<file path="config.mk">
export PLATFORM = sky130hd
export DESIGN_NAME = iri_blend
export DESIGN_NICKNAME = d
export VERILOG_FILES = /design/src/hdl/iri_blend.sv
export SDC_FILE = /design/constraint.sdc
export NUM_CORES = 1
export LEC_CHECK = 0
export BUFFER_PORTS_ARGS = -buffer_cell sky130_fd_sc_hd__buf_2
export CORE_UTILIZATION = 40
export CTS_CLUSTER_SIZE = 30
export DETAILED_ROUTE_END_ITERATION = 6
export PLACE_DENSITY = 0.57
export SETUP_SLACK_MARGIN = 0.02
export SYNTH_ARGS = -nofsm -noshare
export SYNTH_HDL_FRONTEND = slang
export SYNTH_SLANG_ARGS = --single-unit
</file>
<file path="constraint.sdc">
create_clock -name clk -period 16.3 [get_ports clk]
set_input_delay 2.445 -clock clk [delete_from_list [all_inputs] [get_ports clk]]
set_output_delay 2.445 -clock clk [all_outputs]
set_load 0.01 [all_outputs]
</file>
<file path="src/hdl/iri_blend.sv">
// Bilinear blend of one 8-bit channel over four neighbors, registered products.
// Depends on nothing.
module iri_blend (
    input  logic       clk,
    input  logic [7:0] u,
    input  logic [7:0] v,
    input  logic [7:0] p00,
    input  logic [7:0] p01,
    input  logic [7:0] p10,
    input  logic [7:0] p11,
    output logic [7:0] q
);
    logic [8:0]  nu, nv;
    logic [17:0] a0_reg, a1_reg, a2_reg, a3_reg;
    logic [8:0]  nv_reg;
    logic [7:0]  v_reg;
    logic [25:0] acc;

    assign nu = 9'd256 - {1'b0, u};
    assign nv = 9'd256 - {1'b0, v};

    // horizontal stage then vertical
    always_ff @(posedge clk)
    begin
        a0_reg <= 18'(nu * p00);
        a1_reg <= 18'(u * p01);
        a2_reg <= 18'(nu * p10);
        a3_reg <= 18'(u * p11);
        nv_reg <= nv;
        v_reg  <= v;
    end

    assign acc = 26'(nv_reg * (a0_reg + a1_reg)) + 26'(v_reg * (a2_reg + a3_reg));
    assign q   = acc[23:16];
endmodule

</file>
==> impl_metrics.toml, run 1 <==
[synthesis]
ys_seq_area_frac = 0.0800
syn_nets = 2996
synthTopCellsByCount = "inv_1 (536), fa_1 (402), nand2_1 (295), and2_1 (280), ha_1 (243)"
syn_area_um2 = 20500
yosys_warnings = 0
ys_ff_latch = 82
synth.distinct_cells = 63
avgSynthCellArea_um2 = 8.92
yosysMostFrequentCell = "inv_1"
synth_edf_count = 0
synth_ff_type = "dfxtp_1"
synth_top_area_frac = 0.392
ys_async_sr_fraction = 0
yosys.area.top_type = "fa_1"
synth_area_leaders = "fa_1 (39%), ha_1 (15%), inv_1 (9.8%), and2_1 (8.5%), dfxtp_1 (8.0%)"
synth_cells = 2302

[clocking]
cts_root_buf = "clkbuf_16"
cts_max_level = 3
cts_setup_buffers = 0
clkTransAtPathRegs_ns = 0.08
cts_tree = "built"
cts.sinks = 82
postCtsHoldBufs = 0
cts-buffers-inserted = 9
ctsResizeCount = 0
cts_buffer_depth = 2

[global_route]
met1_usage = 0.250
grt_antenna_before_repair = 0
grt_max_degree = 37
grt_overflow = 0
grt.met3_usage = 0.0171
grt_pass1_wl_mm = 82.5
use_met2 = 0.359
grt_pass1_vias = 16300
grt.busiest_layer = "met2"
grtUsageTotal = 0.197

[routing]
post-route-drc-count = 0
postRouteWirelength_mm = 48.0
via_per_inst = 4.89
wl_per_cell_um = 16.0
vias = 14700
drtIter0Drc = 589
first_pass_iters = 5
postRouteAntennaNets = 0

[timing]
rsz0062_at_grt = "false"
period_needed_ns = 11.26
fin_crit_sh = 0.691
setup_viol = 0
fmax_mhz = 88.8
hold_viol = 0
maxSlewViolCount = 0
worst_slack_ns = 5.04
max_slew.worst_pin.slew_ns = 1.05
setup_tns_ns = 0
slew_headroom = 0.293

[placement]
pre_cts_ws_ns = 5.25
dp_cells = 2996
dpl.hpwl_mm = 40.5
portBuffers = 56
gp_congestion = 0.869

[setup_path]
path_max_fanout = 9
timing.critical_path.mode_cell = "fa_1"
crit_slowest_cell = "xnor2_1"
crit_type = "reg2out"
cp-start-kind = "register"
endpoint_kind = "primary output"
crit_path_max_incr_delay_ns = 0.70
crit_start = "a1_reg[0]"
cp.arrival_ns = 8.82
cp_data_required_time_ns = 13.86

[floorplanning]
top_level_ports = 57
rows = 82
initial_core_util = 0.408
fp.coreArea_um2 = 50400
die_area_um2 = 52200
fp.dieW_um = 229
fp.dieH_um = 229

[status]
status = "finished, final reports clean"

[cells_and_area]
layout.cells.non_filler = 3012
diodes = 0
fin_util = 0.435
nets = 3029
drive_above_1_share = 0.0491
syn_to_final_growth_pct = 6.69

[worst_hold_path]
hold_depth = 1
hp-class = "in2reg"
min_from = "v[5]"

[flow_run]
drv_cap = 0
==> through the flow <==
stage | cell area (um^2) | hold slack, ns
6_report | 21900 | 2.24
5_1_grt | 21900 | 2.23
4_1_cts | 21900 | 2.23
2_1_floorplan | 20500 | 2.47
3_3_place_gp | 21600 | 2.61
3_5_place_dp | 21600 | 2.61
==> metal layers <==
metal / routed length [um] / vias up
met3: 1460 / 46
met1: 21200 / 7467
met4: 935 / 0
met5: 0 / -
met2: 24500 / 266
li1: - / 6936
==> placed cells by master (no fill, tap or decap), types with 3 or more instances in the layout <==
cell type and n:
nand4_1 5, nor2b_1 17, nor3_1 21, nor4_1 3
nand2b_1 10, buf_2 56, buf_4 18, and2_2 3
o21ai_0 39, and2_1 280, a21oi_1 56, xor2_1 18
or2_2 6, o21bai_1 6, inv_1 536, a21boi_0 13
a211oi_1 4, ha_1 243, nor2_1 59, nand3_1 3
nand2_1 295, xnor2_1 75, clkinv_8 3, o21a_1 11
dfxtp_1 82, o311a_1 3, o21ai_2 3, a21o_1 15
a21o_2 3, clkbuf_16 9, fa_1 402
==> layout make-up <==
cell class                 count  area [um^2]
fill                        5022        28500
sequential                    82         1640
clock inverter                 7         86.3
tap                          672          841
timing repair buffer          74          415
multi-input combinational   1632        16700
clock buffer                   9          225
inverter                     536         2010
==> worst max-delay path: cells and delay by family, from the launching register on <==
| family | cells | cell delay [ns] |
|---|---|---|
| buffers and inverters | 7 | 0.46 |
| AOI/OAI and AO/OA | 10 | 2.17 |
| and+or+nand+nor | 2 | 0.37 |
| xor gates and xnor gates | 4 | 1.18 |
| DFF | 1 | 0.32 |
| adders and majority gates | 9 | 3.94 |
==> cells by family (layout without fill, tap and decap cells) <==
family                     count (synthesis)  count (layout)  share of synthesized area
AOI/OAI and AO/OA                        179             179                     0.0574
xor gates and xnor gates                  95              95                     0.0416
adders and majority gates                645             645                      0.540
buffers and inverters                    588             626                      0.108
DFF                                       82              82                     0.0800
and+or+nand+nor                          713             713                      0.173
==> path summary, 6_finish.rpt <==
path                   end  slack (ns)
setup / recovery      q[7]        5.04
hold / removal    v_reg[5]        2.24
Power of run 1 is not shown: default switching activity piles up to over one toggle a cycle in this logic, so the estimate is an artifact.
==> run 2, diff against run 1 <==
- clock period: 16.3 -> 10.5 ns (I/O delays scaled with it)
==> run 2 against run 1 <==
  * First-iteration DRC count is 11% lower
  * Critical path depth unchanged
  * Clock-buffer cell count unchanged
  * Cell count is 0.37% higher
  * Global-route usage about the same
  * Routed wire length rose by 0.38%
  * Worst setup slack got worse by 4.4 ns
  * Via count barely moved
==> impl_metrics.toml, run 2 (synthesis gave the netlist of run 1 again) <==
[routing]
postRouteWirelength_mm = 48.2
post-route-drc-count = 0
vias = 14700
via_per_inst = 4.87
drtIter0Drc = 525
wl_per_cell_um = 16.0
postRouteAntennaNets = 0
first_pass_iters = 5

[clocking]
cts_buffer_depth = 2
cts_tree = "built"
cts.sinks = 82
cts_max_level = 3
cts_setup_buffers = 0
postCtsHoldBufs = 0
clkTransAtPathRegs_ns = 0.07
cts_root_buf = "clkbuf_16"
cts-buffers-inserted = 9

[cells_and_area]
diodes = 0
syn_to_final_growth_pct = 7.17
drive_above_1_share = 0.0549
final_cell_mix = "inv_1 (536), fa_1 (402), nand2_1 (295)"
layout_commonest_cell = "inv_1"
nets = 3040

[global_route]
grt_pass1_vias = 16300
grt_overflow = 0
grt_antenna_before_repair = 1
grt_max_degree = 36
grtUsageTotal = 0.198
grt_pass1_wl_mm = 82.3

[timing]
fin_crit_sh = 0.942
max_slew.worst_pin.slew_ns = 0.997
setup_viol = 0
slew_headroom = 0.331
setup_tns_ns = 0
hold_viol = 0
period_needed_ns = 9.89
maxSlewViolCount = 0
fmax_mhz = 101
rsz0062_at_grt = "false"

[setup_path]
crit_slowest_cell = "xnor2_1"
cp-start-kind = "register"
cp.arrival_ns = 8.32
crit_start = "a0_reg[0]"
crit_type = "reg2out"
timing.critical_path.mode_cell = "fa_1"
crit_path_max_incr_delay_ns = 0.60
path_max_fanout = 9
endpoint_kind = "primary output"
cp_data_required_time_ns = 8.93

[status]
status = "finished, final reports clean"

[placement]
gp_congestion = 0.867
portBuffers = 56
dpl.hpwl_mm = 41.0

[floorplanning]
top_level_ports = 57
fp.dieH_um = 229
initial_core_util = 0.408
fp.dieW_um = 229
fp.coreArea_um2 = 50400
die_area_um2 = 52200
rows = 82

[worst_hold_path]
min_from = "v[5]"
hold_depth = 1
hp-class = "in2reg"

[flow_run]
drv_cap = 0
==> run 2: layer usage <==
| metal | track usage | vias up | part of all wire |
|---|---|---|---|
| li1 | - | 6961 | - |
| met1 | 0.251 | 7459 | 0.45 |
| met2 | 0.352 | 235 | 0.50 |
| met3 | 0.0172 | 56 | 0.026 |
| met4 | 0.0669 | 0 | 0.032 |
| met5 | 0 | - | 0 |
==> run 2: path summary, 6_finish.rpt <==
| path | slack (ns) | to |
|---|---|---|
| min | 1.36 | v_reg[5] |
| max | 0.61 | q[7] |
==> run 2: repair_timing <==
item	in CTS	in global routing
setup endpoints to repair	0	4
gates resized for setup	0	4
hold endpoints to repair	0	0
==> run 2: area by class of cell <==
class                   instances  area [um^2]
fillers                      4988        28400
multi-input cells            1632        16700
inverters                     536         2010
flip-flops and latches         82         1640
well taps                     672          841
repair buffers                 85          498
clock buffers                   9          225
clock inverters                 7         88.8
==> run 2: critical path, delay by kind of cell (launching register included) <==
kind,cells,cell delay (ns)
XOR/XNOR,4,1.06
AO/OA/AOI/OAI,9,1.57
flip-flops,1,0.32
AND/OR/NAND/NOR,3,0.55
adder cells (fa/ha/maj),9,3.98
buffers and inverters,7,0.48
==> run 2: metrics by stage <==
stage | area [um^2] | worst slack (ns) | hold WS, ns | std cells | util
2_1_floorplan | 20500 | 1.72 | 1.60 | 2302 | -
3_3_place_gp | 21700 | 0.687 | 1.72 | 3007 | 0.430
4_1_cts | 22000 | 0.0909 | 1.34 | 3023 | 0.436
6_report | 22000 | 0.607 | 1.36 | 3023 | 0.437
5_1_grt | 22000 | 0.114 | 1.35 | 3023 | 0.437
3_5_place_dp | 21700 | 0.495 | 1.72 | 3007 | 0.430
Power of run 2 is left out for the same reason.
==> run 3, diff against run 2 <==
- clock period: 10.5 -> 11.4 ns (I/O delays scaled with it)
==> run 3 against run 2 <==
  * Cell count fell by 0.13%
  * Worst setup slack better by 0.27 ns
  * Via count up 0.26%
  * Hold slack better by 0.15 ns
==> impl_metrics.toml, run 3 (synthesis gave the netlist of run 1 again) <==
[cells_and_area]
fillers = 4997
layout.cells.non_filler = 3019
drive_above_1_share = 0.0520
layout_commonest_cell = "inv_1"
final_cell_mix = "inv_1 (536), fa_1 (402), nand2_1 (295)"
seq_area_um2 = 1640
multi_input_area_um2 = 16700
diodes = 0
syn_to_final_growth_pct = 6.94
nets = 3036

[timing]
hold_viol = 0
max_slew.worst_pin.slew_ns = 1.07
period_needed_ns = 10.52
rsz0062_at_grt = "false"
fin_crit_sh = 0.923
maxSlewViolCount = 0
fin_hold_ws_ns = 1.51
setup_tns_ns = 0
fmax_mhz = 95.0
slew_headroom = 0.284
setup_viol = 0

[setup_path]
timing.critical_path.mode_cell = "fa_1"
endpoint_kind = "primary output"
path_max_fanout = 8
cp-start-kind = "register"
crit_family = "adder cells"
cp.arrival_ns = 8.81
crit_buf_inv = 5
crit_type = "reg2out"
crit_cells = 33
cp_data_required_time_ns = 9.69
crit_slowest_cell = "xnor2_1"
crit_path_max_incr_delay_ns = 0.75

[routing]
postRouteAntennaNets = 0
postRouteWirelength_mm = 48.0
wl_met1_mm = 21.1
drtIter0Drc = 592
post-route-drc-count = 0
via_per_inst = 4.89
dr_wl_met2_mm = 24.2
dr_wl_met3_mm = 1.53
vias = 14700
topRoutingLayerUsed = "met4"
first_pass_iters = 7
wl_per_cell_um = 15.9

[placement]
gp_congestion = 0.875
dpl.hpwl_mm = 40.6
portBuffers = 56
dp_cells = 3003

[clocking]
clkTransAtPathRegs_ns = 0.07
ctsResizeCount = 0
cts_max_level = 3
cts_buffer_depth = 2
cts-buffers-inserted = 9
cts_tree = "built"
cts.sinks = 82
cts_root_buf = "clkbuf_16"
postCtsHoldBufs = 0
cts_setup_buffers = 0

[global_route]
grt_antenna_before_repair = 0
grt_pass1_wl_mm = 81.9
grt_overflow = 0
grt_max_degree = 37
grt_pass1_vias = 16300
grtUsageTotal = 0.196

[worst_hold_path]
hp-class = "in2reg"
hold_depth = 1

[floorplanning]
die_area_um2 = 52200
rows = 82
fp.dieW_um = 229
top_level_ports = 57
fp.coreArea_um2 = 50400
fp.dieH_um = 229
initial_core_util = 0.408

[status]
status = "finished, final reports clean"

[flow_run]
drv_cap = 0
==> run 3: changes by cell type in the layout (fill, tap and decap cells not counted) <==
cell        before  now
a21oi_2          2    1
clkinvlp_4       1    0
clkinv_8         0    3
inv_8            3    1
o21ai_0         38   39
clkinv_4         0    2
a41oi_2          1    0
buf_4           29   25
a21oi_1         55   56
bufinv_16        1    0
a41oi_1          0    1
o21ai_2          4    3
inv_6            2    1
==> run 3: metrics by stage <==
step	util	area [um^2]	setup WS (ns)
2_1_floorplan	-	20500	2.48
3_3_place_gp	0.430	21600	1.25
3_5_place_dp	0.430	21600	1.15
4_1_cts	0.436	22000	0.735
5_1_grt	0.436	22000	0.137
6_report	0.436	22000	0.878
==> run 3: layer usage <==
metal  vias to the layer above  global-route usage
li1                       6959                   -
met1                      7498               0.246
met2                       235               0.351
met3                        57              0.0202
met4                         0              0.0589
met5                         -                   0
==> run 3: layout make-up <==
| class | instances | share of cell area |
|---|---|---|
| sequential | 82 | 0.0748 |
| clock buffer | 9 | 0.0103 |
| inverter | 536 | 0.0916 |
| tap | 672 | 0.0383 |
| clock inverter | 7 | 0.00393 |
| timing repair buffer | 81 | 0.0213 |
| multi-input combinational | 1632 | 0.760 |
==> run 3: path summary, 6_finish.rpt <==
kind | startpoint | slack (ns) | to
setup / recovery | a2_reg[0] | 0.88 | q[7]
hold / removal | v[1] | 1.51 | v_reg[1]
Power of run 3 is left out for the same reason.
